File: config.mk
export PLATFORM = sky130hd
export DESIGN_NAME = exposure_fusion_weights_top
export DESIGN_NICKNAME = d
export VERILOG_FILES = /design/src/rtl/efw_pkg.sv /design/src/rtl/efw_front.sv /design/src/rtl/efw_queue.sv /design/src/rtl/efw_back.sv /design/src/rtl/exposure_fusion_weights_top.sv
export SDC_FILE = /design/constraint.sdc
export NUM_CORES = 2
export LEC_CHECK = 0
export BUFFER_PORTS_ARGS = -buffer_cell sky130_fd_sc_hd__buf_2
export CAP_MARGIN = 10
export CORE_MARGIN = 4
export CORE_UTILIZATION = 35
export CTS_CLUSTER_DIAMETER = 200
export DETAILED_ROUTE_END_ITERATION = 10
export PLACE_DENSITY = 0.5
export SLEW_MARGIN = 20
export SYNTH_ARGS = -nofsm -noshare
export SYNTH_HDL_FRONTEND = slang
export SYNTH_SLANG_ARGS = --single-unit
export TNS_END_PERCENT = 5
File: constraint.sdc
create_clock -name clk -period 14.2 [get_ports clk]
set_input_delay 3.55 -clock clk [delete_from_list [all_inputs] [get_ports clk]]
set_output_delay 3.55 -clock clk [all_outputs]
set_load 0.1 [all_outputs]
File: src/rtl/efw_pkg.sv
// ----------------------------------------------------------------------------
// Exposure fusion weights package
// Shared constants, types and the well-exposedness curve table.
// ----------------------------------------------------------------------------
package efw_pkg;

    localparam int MAX_EXPOSURES    = 8;
    localparam int IDX_W            = $clog2(MAX_EXPOSURES);
    localparam int COUNT_W          = 4;
    localparam logic [COUNT_W-1:0] COUNT_RESET = COUNT_W'(3);
    localparam int WEIGHT_W         = 16;
    localparam int WEIGHT_FRAC_BITS = 16;
    localparam int SUM_W            = 19;
    localparam int PROD_W           = 2 * WEIGHT_W;
    localparam int FULL_W           = 3 * WEIGHT_W;
    // Dividend is weight scaled to Q0.16 plus half the sum for rounding.
    localparam int NUM_W            = WEIGHT_W + WEIGHT_FRAC_BITS + 1;
    // The weight never exceeds the sum, so the quotient stays at or below 1.0.
    localparam int QUO_W            = WEIGHT_FRAC_BITS + 1;
    localparam int REM_W            = SUM_W + 1;
    localparam int BITCNT_W         = $clog2(QUO_W);
    localparam int QUEUE_DEPTH      = 4;
    localparam int QPTR_W           = $clog2(QUEUE_DEPTH);
    localparam int QCNT_W           = QPTR_W + 1;

    localparam logic [63:0] Q30_ONE  = 64'd1073741824;
    localparam logic [63:0] EXPO_DIV = 64'd20808;
    localparam int TAYLOR_TERMS      = 16;

    typedef logic [255:0][WEIGHT_W-1:0] rom_t;

    // One exposure weight on its way from the front end to the back end.
    typedef struct packed {
        logic [WEIGHT_W-1:0] weight;
        logic [IDX_W-1:0]    index;
        logic                last;
    } wt_item_t;

    typedef struct packed {
        logic [QCNT_W-1:0] count;
    } q_status_t;

    typedef struct packed {
        logic busy;
    } bk_status_t;

    typedef enum logic [1:0] {
        BK_ACCUM,
        BK_LOAD,
        BK_DIV,
        BK_PUT
    } back_state_t;

    function automatic logic [63:0] div_small(input logic [63:0] x, input int k);
        logic [63:0] r;
        case (k)
            2:       r = x / 2;
            3:       r = x / 3;
            4:       r = x / 4;
            5:       r = x / 5;
            6:       r = x / 6;
            7:       r = x / 7;
            8:       r = x / 8;
            9:       r = x / 9;
            10:      r = x / 10;
            11:      r = x / 11;
            12:      r = x / 12;
            13:      r = x / 13;
            14:      r = x / 14;
            15:      r = x / 15;
            16:      r = x / 16;
            default: r = x;
        endcase
        return r;
    endfunction

    // exp(-(v/255-0.5)^2/0.08) in Q0.16: Taylor series of exp(-x/8), squared
    // three times.
    function automatic logic [WEIGHT_W-1:0] rom_entry(input int v);
        longint      d;
        logic [63:0] dd;
        logic [63:0] y;
        logic [63:0] term;
        logic [63:0] e;
        logic [63:0] q;
        longint      acc;
        d    = 2 * longint'(v) - 255;
        dd   = d * d;
        y    = ((dd << 30) / EXPO_DIV) >> 3;
        term = Q30_ONE;
        acc  = longint'(Q30_ONE);
        for (int k = 1; k <= TAYLOR_TERMS; k++) begin
            term = div_small((term * y) >> 30, k);
            if ((k % 2) == 1)
                acc = acc - longint'(term);
            else
                acc = acc + longint'(term);
        end
        if (acc < 0)
            acc = 0;
        e = acc;
        for (int s = 0; s < 3; s++)
            e = (e * e + (Q30_ONE >> 1)) >> 30;
        q = (e + 64'd8192) >> 14;
        if (q > 64'd65535)
            q = 64'd65535;
        return q[WEIGHT_W-1:0];
    endfunction

    function automatic rom_t build_rom();
        rom_t r;
        for (int v = 0; v < 256; v++)
            r[v] = rom_entry(v);
        return r;
    endfunction

    localparam rom_t EXPO_ROM = build_rom();

endpackage

File: src/rtl/efw_front.sv
// ----------------------------------------------------------------------------
// Exposure fusion weights front end
// Holds the exposure count, numbers the exposures of a position and computes
// each exposure's weight in a three-stage pipeline.
// ----------------------------------------------------------------------------
module efw_front (
    input  logic                          clk,
    input  logic                          rst_n,
    input  logic                          cfg_wr,
    input  logic [efw_pkg::COUNT_W-1:0]   cfg_count,
    input  logic                          in_valid,
    output logic                          in_ready,
    input  logic [7:0]                    red,
    input  logic [7:0]                    green,
    input  logic [7:0]                    blue,
    output logic                          out_valid,
    input  logic                          out_ready,
    output efw_pkg::wt_item_t             out_item
);

    logic [efw_pkg::COUNT_W-1:0]  count_reg;
    logic [efw_pkg::COUNT_W-1:0]  eff_count;
    logic [efw_pkg::IDX_W-1:0]    seen_reg;
    logic [efw_pkg::IDX_W-1:0]    seen_next;
    logic [efw_pkg::IDX_W:0]      seen_plus;
    logic                         is_last;
    logic                         advance;
    logic                         accept;

    logic                         s1_valid_reg, s2_valid_reg, s3_valid_reg;
    logic [efw_pkg::WEIGHT_W-1:0] s1_er_reg, s1_eg_reg, s1_eb_reg;
    logic [efw_pkg::IDX_W-1:0]    s1_idx_reg, s2_idx_reg;
    logic                         s1_last_reg, s2_last_reg;
    logic [efw_pkg::PROD_W-1:0]   s2_prod_reg;
    logic [efw_pkg::WEIGHT_W-1:0] s2_eb_reg;
    logic [efw_pkg::FULL_W-1:0]   full_prod;
    logic [efw_pkg::FULL_W:0]     rounded;
    logic [efw_pkg::WEIGHT_W:0]   weight_wide;
    logic [efw_pkg::WEIGHT_W-1:0] weight_next;
    efw_pkg::wt_item_t            s3_item_reg;

    // The whole pipeline stalls when its last stage cannot move on.
    assign advance  = !s3_valid_reg || out_ready;
    assign in_ready = advance;
    assign accept   = in_valid && advance;

    always_comb
    begin
        if (count_reg == '0)
            eff_count = efw_pkg::COUNT_W'(1);
        else if (count_reg > efw_pkg::COUNT_W'(efw_pkg::MAX_EXPOSURES))
            eff_count = efw_pkg::COUNT_W'(efw_pkg::MAX_EXPOSURES);
        else
            eff_count = count_reg;
    end

    assign seen_plus = (efw_pkg::IDX_W + 1)'(seen_reg) + (efw_pkg::IDX_W + 1)'(1);
    assign is_last   = efw_pkg::COUNT_W'(seen_plus) >= eff_count;
    assign seen_next = is_last ? '0 : seen_plus[efw_pkg::IDX_W-1:0];

    assign full_prod   = efw_pkg::FULL_W'(s2_prod_reg) * efw_pkg::FULL_W'(s2_eb_reg);
    assign rounded     = (efw_pkg::FULL_W + 1)'(full_prod)
                         + ((efw_pkg::FULL_W + 1)'(1) << (efw_pkg::PROD_W - 1));
    assign weight_wide = rounded[efw_pkg::FULL_W:efw_pkg::PROD_W];
    assign weight_next = weight_wide[efw_pkg::WEIGHT_W] ? '1
                         : weight_wide[efw_pkg::WEIGHT_W-1:0];

    always_ff @(posedge clk or negedge rst_n)
    begin
        if (!rst_n)
        begin
            count_reg    <= efw_pkg::COUNT_RESET;
            seen_reg     <= '0;
            s1_valid_reg <= 1'b0;
            s2_valid_reg <= 1'b0;
            s3_valid_reg <= 1'b0;
        end
        else
        begin
            if (cfg_wr)
                count_reg <= cfg_count;
            if (accept)
                seen_reg <= seen_next;
            if (advance)
            begin
                s1_valid_reg <= in_valid;
                s2_valid_reg <= s1_valid_reg;
                s3_valid_reg <= s2_valid_reg;
            end
        end
    end

    always_ff @(posedge clk)
    begin
        if (advance)
        begin
            s1_er_reg          <= efw_pkg::EXPO_ROM[red];
            s1_eg_reg          <= efw_pkg::EXPO_ROM[green];
            s1_eb_reg          <= efw_pkg::EXPO_ROM[blue];
            s1_idx_reg         <= seen_reg;
            s1_last_reg        <= is_last;
            s2_prod_reg        <= efw_pkg::PROD_W'(s1_er_reg) * efw_pkg::PROD_W'(s1_eg_reg);
            s2_eb_reg          <= s1_eb_reg;
            s2_idx_reg         <= s1_idx_reg;
            s2_last_reg        <= s1_last_reg;
            s3_item_reg.weight <= weight_next;
            s3_item_reg.index  <= s2_idx_reg;
            s3_item_reg.last   <= s2_last_reg;
        end
    end

    assign out_valid = s3_valid_reg;
    assign out_item  = s3_item_reg;

endmodule

File: src/rtl/efw_queue.sv
// ----------------------------------------------------------------------------
// Exposure fusion weights queue
// Small first-in first-out buffer between the front end and the back end.
// ----------------------------------------------------------------------------
module efw_queue (
    input  logic                 clk,
    input  logic                 rst_n,
    input  logic                 in_valid,
    output logic                 in_ready,
    input  efw_pkg::wt_item_t    in_item,
    output logic                 out_valid,
    input  logic                 out_ready,
    output efw_pkg::wt_item_t    out_item,
    output efw_pkg::q_status_t   status
);

    efw_pkg::wt_item_t           mem_reg [efw_pkg::QUEUE_DEPTH];
    logic [efw_pkg::QPTR_W-1:0]  wr_ptr_reg;
    logic [efw_pkg::QPTR_W-1:0]  rd_ptr_reg;
    logic [efw_pkg::QCNT_W-1:0]  count_reg;
    logic [efw_pkg::QCNT_W-1:0]  count_next;
    logic                        push;
    logic                        pop;

    assign in_ready  = count_reg != efw_pkg::QCNT_W'(efw_pkg::QUEUE_DEPTH);
    assign out_valid = count_reg != '0;
    assign push      = in_valid && in_ready;
    assign pop       = out_valid && out_ready;
    assign out_item  = mem_reg[rd_ptr_reg];

    always_comb
    begin
        count_next = count_reg;
        if (push && !pop)
            count_next = count_reg + efw_pkg::QCNT_W'(1);
        else if (pop && !push)
            count_next = count_reg - efw_pkg::QCNT_W'(1);
    end

    always_ff @(posedge clk or negedge rst_n)
    begin
        if (!rst_n)
        begin
            wr_ptr_reg <= '0;
            rd_ptr_reg <= '0;
            count_reg  <= '0;
        end
        else
        begin
            if (push)
                wr_ptr_reg <= wr_ptr_reg + efw_pkg::QPTR_W'(1);
            if (pop)
                rd_ptr_reg <= rd_ptr_reg + efw_pkg::QPTR_W'(1);
            count_reg <= count_next;
        end
    end

    always_ff @(posedge clk)
    begin
        if (push)
            mem_reg[wr_ptr_reg] <= in_item;
    end

    assign status.count = count_reg;

endmodule

File: src/rtl/efw_back.sv
// ----------------------------------------------------------------------------
// Exposure fusion weights back end
// Stores the weights of a position and their sum, then normalizes each weight
// with a bit-serial divider and hands it to the output register.
// ----------------------------------------------------------------------------
module efw_back (
    input  logic                          clk,
    input  logic                          rst_n,
    input  logic                          in_valid,
    output logic                          in_ready,
    input  efw_pkg::wt_item_t             in_item,
    output logic                          out_valid,
    input  logic                          out_ready,
    output logic [efw_pkg::WEIGHT_W-1:0]  norm_weight,
    output logic [efw_pkg::IDX_W-1:0]     exposure_index,
    output logic                          last_weight,
    output efw_pkg::bk_status_t           status
);

    efw_pkg::back_state_t          state_reg, state_next;

    logic [efw_pkg::WEIGHT_W-1:0]  store_reg [efw_pkg::MAX_EXPOSURES];
    logic [efw_pkg::SUM_W-1:0]     sum_reg;
    logic [efw_pkg::IDX_W-1:0]     last_idx_reg;
    logic [efw_pkg::IDX_W-1:0]     k_reg;
    logic [efw_pkg::REM_W-1:0]     rem_reg;
    logic [efw_pkg::QUO_W-1:0]     shift_reg;
    logic [efw_pkg::QUO_W-1:0]     quo_reg;
    logic [efw_pkg::BITCNT_W-1:0]  bit_cnt_reg;
    logic [efw_pkg::WEIGHT_W-1:0]  out_weight_reg;
    logic [efw_pkg::IDX_W-1:0]     out_index_reg;
    logic                          out_last_reg;
    logic                          out_valid_reg;

    logic                          take;
    logic                          put;
    logic                          div_done;
    logic                          k_is_last;
    logic [efw_pkg::NUM_W-1:0]     num;
    logic [efw_pkg::REM_W-1:0]     trial;
    logic                          fits;
    logic [efw_pkg::WEIGHT_W-1:0]  result;

    assign take      = in_valid && in_ready;
    assign div_done  = bit_cnt_reg == efw_pkg::BITCNT_W'(efw_pkg::QUO_W - 1);
    assign k_is_last = k_reg == last_idx_reg;
    assign put       = (state_reg == efw_pkg::BK_PUT) && (!out_valid_reg || out_ready);

    assign num = {store_reg[k_reg], {efw_pkg::WEIGHT_FRAC_BITS{1'b0}}}
                 + efw_pkg::NUM_W'(sum_reg >> 1);
    assign trial = {rem_reg[efw_pkg::REM_W-2:0], shift_reg[efw_pkg::QUO_W-1]};
    assign fits  = trial >= efw_pkg::REM_W'(sum_reg);

    // A quotient of exactly 1.0 saturates; an all-zero position gives zeros.
    always_comb
    begin
        if (sum_reg == '0)
            result = '0;
        else if (quo_reg[efw_pkg::QUO_W-1])
            result = '1;
        else
            result = quo_reg[efw_pkg::WEIGHT_W-1:0];
    end

    always_comb
    begin
        state_next = state_reg;
        case (state_reg)
            efw_pkg::BK_ACCUM:
                if (take && in_item.last)
                    state_next = efw_pkg::BK_LOAD;
            efw_pkg::BK_LOAD:
                state_next = efw_pkg::BK_DIV;
            efw_pkg::BK_DIV:
                if (div_done)
                    state_next = efw_pkg::BK_PUT;
            efw_pkg::BK_PUT:
                if (put)
                    state_next = k_is_last ? efw_pkg::BK_ACCUM : efw_pkg::BK_LOAD;
            default:
                state_next = efw_pkg::BK_ACCUM;
        endcase
    end

    always_comb
    begin
        in_ready    = state_reg == efw_pkg::BK_ACCUM;
        status.busy = state_reg != efw_pkg::BK_ACCUM;
    end

    always_ff @(posedge clk or negedge rst_n)
    begin
        if (!rst_n)
        begin
            state_reg     <= efw_pkg::BK_ACCUM;
            sum_reg       <= '0;
            out_valid_reg <= 1'b0;
        end
        else
        begin
            state_reg <= state_next;
            if (take)
                sum_reg <= sum_reg + efw_pkg::SUM_W'(in_item.weight);
            else if (put && k_is_last)
                sum_reg <= '0;
            if (put)
                out_valid_reg <= 1'b1;
            else if (out_ready)
                out_valid_reg <= 1'b0;
        end
    end

    always_ff @(posedge clk)
    begin
        if (take)
        begin
            store_reg[in_item.index] <= in_item.weight;
            last_idx_reg             <= in_item.index;
            k_reg                    <= '0;
        end
        case (state_reg)
            efw_pkg::BK_LOAD:
            begin
                // The top dividend bits are already below the sum.
                rem_reg     <= efw_pkg::REM_W'(num[efw_pkg::NUM_W-1:efw_pkg::QUO_W]);
                shift_reg   <= num[efw_pkg::QUO_W-1:0];
                bit_cnt_reg <= '0;
            end
            efw_pkg::BK_DIV:
            begin
                rem_reg     <= fits ? trial - efw_pkg::REM_W'(sum_reg) : trial;
                quo_reg     <= {quo_reg[efw_pkg::QUO_W-2:0], fits};
                shift_reg   <= shift_reg << 1;
                bit_cnt_reg <= bit_cnt_reg + efw_pkg::BITCNT_W'(1);
            end
            efw_pkg::BK_PUT:
                if (put)
                begin
                    out_weight_reg <= result;
                    out_index_reg  <= k_reg;
                    out_last_reg   <= k_is_last;
                    k_reg          <= k_reg + efw_pkg::IDX_W'(1);
                end
            default:
            begin
            end
        endcase
    end

    assign out_valid      = out_valid_reg;
    assign norm_weight    = out_weight_reg;
    assign exposure_index = out_index_reg;
    assign last_weight    = out_last_reg;

endmodule

File: src/rtl/exposure_fusion_weights_top.sv
// ----------------------------------------------------------------------------
// Exposure fusion weights
// Well-exposedness weights of a pixel position, normalized over its exposures.
// ----------------------------------------------------------------------------
// Usage: the input channel (in_valid/in_ready) takes one exposure's RGB pixel
// per item, all exposures of a position back to back. The configuration
// channel (cfg_valid/cfg_ready) writes exposure_count, the number of
// exposures per position; it is always ready and should be written only while
// the block is idle. It resets to 3.
// The output channel (out_valid/out_ready) gives one normalized weight per
// exposure, in exposure order, after the last exposure of a position arrives.
// Timing: a pixel passes the weight pipeline and the queue before the back end
// takes it. Each normalized weight comes from the one-bit-per-cycle divider
// (a load step, 17 quotient bits, a hand-off step). Pixels are taken one per
// cycle until the four-entry queue and the weight pipeline fill; the back end
// takes no new weights while it normalizes a position.
// Reset clears the pipeline, the queue, the running sum and the exposure
// counter. When the receiver stalls, the result holds in the output register,
// the divider waits, and input keeps flowing until the queue and the pipeline
// are full.
// ----------------------------------------------------------------------------
module exposure_fusion_weights_top (
    input  logic                          clk,
    input  logic                          rst_n,
    input  logic                          cfg_valid,
    output logic                          cfg_ready,
    input  logic [efw_pkg::COUNT_W-1:0]   exposure_count,
    input  logic                          in_valid,
    output logic                          in_ready,
    input  logic [7:0]                    red,
    input  logic [7:0]                    green,
    input  logic [7:0]                    blue,
    output logic                          out_valid,
    input  logic                          out_ready,
    output logic [15:0]                   norm_weight,
    output logic [2:0]                    exposure_index,
    output logic                          last_weight
);

    logic                 fr_valid;
    logic                 fr_ready;
    efw_pkg::wt_item_t    fr_item;
    logic                 q_valid;
    logic                 q_ready;
    efw_pkg::wt_item_t    q_item;
    efw_pkg::q_status_t   q_stat;
    efw_pkg::bk_status_t  bk_stat;

    assign cfg_ready = 1'b1;

    efw_front u_front (
        .clk       (clk),
        .rst_n     (rst_n),
        .cfg_wr    (cfg_valid && cfg_ready),
        .cfg_count (exposure_count),
        .in_valid  (in_valid),
        .in_ready  (in_ready),
        .red       (red),
        .green     (green),
        .blue      (blue),
        .out_valid (fr_valid),
        .out_ready (fr_ready),
        .out_item  (fr_item)
    );

    efw_queue u_queue (
        .clk       (clk),
        .rst_n     (rst_n),
        .in_valid  (fr_valid),
        .in_ready  (fr_ready),
        .in_item   (fr_item),
        .out_valid (q_valid),
        .out_ready (q_ready),
        .out_item  (q_item),
        .status    (q_stat)
    );

    efw_back u_back (
        .clk            (clk),
        .rst_n          (rst_n),
        .in_valid       (q_valid),
        .in_ready       (q_ready),
        .in_item        (q_item),
        .out_valid      (out_valid),
        .out_ready      (out_ready),
        .norm_weight    (norm_weight),
        .exposure_index (exposure_index),
        .last_weight    (last_weight),
        .status         (bk_stat)
    );

    // A new result only appears after the back end has worked on it.
    a_result_from_work: assert property (@(posedge clk) disable iff (!rst_n)
        $rose(out_valid) |-> $past(bk_stat.busy))
        else $error("result appeared without back-end work");

    // While a weight other than the last waits, the position is not finished.
    a_position_open: assert property (@(posedge clk) disable iff (!rst_n)
        out_valid && !last_weight |-> bk_stat.busy)
        else $error("back end left a position before its last weight");

    a_queue_bound: assert property (@(posedge clk) disable iff (!rst_n)
        q_stat.count <= efw_pkg::QCNT_W'(efw_pkg::QUEUE_DEPTH))
        else $error("queue occupancy out of range");

endmodule
==> results.json <==
{
  "ys_warn_count": 0,
  "synthTopCellsByArea": "edfxtp_1 (22%), fa_1 (22%), ha_1 (8.0%)",
  "crit_path_end_kind": "flop",
  "syn_nets": 7270,
  "tightest_slew_ns": 1.28,
  "fin_nets": 7035,
  "setup_viol": 0,
  "hold_viol_final": 0,
  "fin_setup_tns_ns": 0,
  "die-area_mm2": 0.167,
  "netlist_area_mm2": 0.0560,
  "crit_chain": "nand2_1 > fa_1 > inv_1 > fa_1 > fa_1 > fa_1 > fa_1 > inv_1 > fa_1 > inv_1 > ha_1 > a211oi_1 > o21ai_1 > a211oi_1 > o21bai_1 > or2_1 > o211ai_2 > a21oi_2 > o31a_4 > a31oi_4 > mux2i_2 > o21ai_0",
  "crit_arrival_ns": 8.48,
  "post_cts_buffers": 0,
  "viasPerCell": 5.68,
  "n_fill_cell": 16100,
  "whs_ns": 0.411,
  "status": "finished clean",
  "hp-class": "flop to flop",
  "drv_cap": 0,
  "largest_reg_flops": 128,
  "synthArstFlopShare": 0.0857,
  "htreeDepth": 2,
  "area_growth_syn_to_layout_pct": 6.59,
  "maxSlewViolCount": 0,
  "synth.largest_area_cell": "edfxtp_1",
  "gr-total-overflow": 0,
  "yosysTopAreaCellShare": 0.221,
  "min_to": "u_front.s2_eb_reg[9]",
  "reg2reg_depth": 22,
  "rsz0062_at_grt": "false",
  "cts_resized": 0,
  "place.gp.congestion": 0.974,
  "insertion_delay_ns": 0.64,
  "wl_per_cell_um": 22.7,
  "die_h_um": 408,
  "ctsLongestPathBuffers": 3,
  "grt_pass1_vias": 46600,
  "crit_type": "flop to flop",
  "synthDistinctLibCells": 94,
  "crit_required_ns": 14.52,
  "tritoncts": "built",
  "dp_hpwl_mm": 129,
  "ff2ff_setup_slack_ns": 6.04,
  "vias": 46300,
  "drive_gt1_frac": 0.0638,
  "grt_first_pass_wirelength_mm": 287,
  "syn_avg_cell_area_um2": 8.95,
  "crit_slowest_cell": "edfxtp_1",
  "synth_edf_count": 413,
  "rr_startpoint": "u_front.s2_prod_reg[6]",
  "ios": 56,
  "seq_area_frac_synth": 0.240,
  "first_pass_iters": 6,
  "cts-root-buf": "clkbuf_16",
  "drt_iter0_drc": 4975,
  "maxSlewHeadroom": 0.139,
  "fin_skew_ns": 0.0316,
  "critPathLaunchType": "flop",
  "grt_max_degree": 129,
  "cts.reportedPaths.clkPinSlew_ns": 0.07,
  "port_buffers": 54,
  "startpoint": "u_front.s2_prod_reg[6]",
  "die_width_um": 408,
  "hp-start": "u_front.s1_eb_reg[9]",
  "min_period_ns": 8.16,
  "cp_common_cell": "fa_1",
  "synthFlopType": "edfxtp_1",
  "ant_nets": 0,
  "core_area_mm2": 0.159,
  "wl_mm": 185,
  "cts_inserted_buffers": 52,
  "synth_most_common_cell": "nand2_1",
  "synth_common_cells": "nand2_1 (869), inv_1 (814), fa_1 (619)",
  "period_share": 0.574,
  "whs_path_depth": 0,
  "fmax_mhz": 123,
  "critical_path.max_stage_delay_ns": 1.05,
  "ys_ff_latch": 455,
  "synthCells": 6261,
  "grt_antenna_before_repair": 7,
  "cts_sinks": 455,
  "drcViolationCount": 0,
  "rows": 146,
  "worstPathMaxFanout": 16,
  "initial_core_util": 0.353,
  "grt_usage": 0.218,
  "r2r_end": "u_front.out_item[15]",
  "ctsHoldBuffers": 0
}
-- critical path, delay by kind of cell (launching register included) --
family | cells | cell delay [ns]
flip-flops | 1 | 1.05
AND/OR/NAND/NOR | 2 | 0.46
AO/OA/AOI/OAI | 9 | 2.06
multiplexers | 1 | 0.86
adder cells (fa/ha/maj) | 7 | 3.26
buffers and inverters | 3 | 0.15
-- cell usage in the layout (no fill, tap or decap), types with 17 or more instances in the layout --
cell type	instances
o31ai_1	28
and2_1	345
nand3_1	95
nor2b_1	33
xor2_1	39
o211ai_1	67
edfxtp_1	413
buf_2	46
o311ai_0	23
o22ai_1	34
inv_1	813
nand2_1	869
a221oi_1	20
a21o_1	34
ha_1	355
a311oi_1	47
nor3_1	100
xnor2_1	59
a211oi_1	70
mux4_2	94
dfrtp_1	37
buf_4	108
a21oi_1	403
nand2b_1	40
nand4_1	21
or3_1	18
a31oi_1	71
mux2i_1	35
and3_1	25
clkbuf_16	52
nor2_1	378
o21ai_0	375
mux2_2	17
fa_1	619
-- per-stage QoR --
step	cell area (um2)	worst slack, ns	utilization	cells
finish	59700	6.04	0.376	8143
global route	59700	5.70	0.376	8142
CTS	59700	6.04	0.376	8140
detailed placement	58000	6.08	0.366	8044
global placement	58000	6.14	0.366	8044
floorplan	56000	6.51	-	6261
-- final cells by class --
class                      count  area [um2]  area share
sequential                   455       13400       0.225
inverter                     817        3070      0.0513
tap                         2072        2590      0.0434
antenna                        3        7.51    0.000126
multi-input combinational   4545       37900       0.634
clock buffer                  61        1340      0.0223
clock inverter                35         352     0.00589
timing repair buffer         155        1060      0.0178
-- metal layers --
metal  share of wire  track usage
met5         0.00028            0
met4           0.036       0.0716
met3           0.079       0.0366
met2            0.45        0.341
met1            0.44        0.308
-- logic make-up (layout without fill, tap and decap cells) --
family                     count (synthesis)  in the layout  synth area share
AOI/OAI and AO/OA                       1352           1352             0.151
DFF                                      455            455             0.240
buffers and inverters                   1261           1068            0.0851
muxes                                    147            147            0.0476
and+or+nand+nor                         1971           1971             0.161
xor gates and xnor gates                  98             98            0.0153
other                                      1              4         0.0000669
adders and majority gates                976            976             0.301
-- worst max-delay path by stage --
stage,end,slack (ns),depth (start not counted)
detailed placement,u_front.out_item[15],6.08,22
floorplan,in_ready,6.51,1
finish,u_front.out_item[15],6.04,22
global placement,u_front.out_item[13],6.14,22
global route,u_front.out_item[15],5.70,22
CTS,u_front.out_item[15],6.04,22
Power is not shown: default switching activity piles up to over one toggle a cycle in this logic, so the estimate is an artifact.
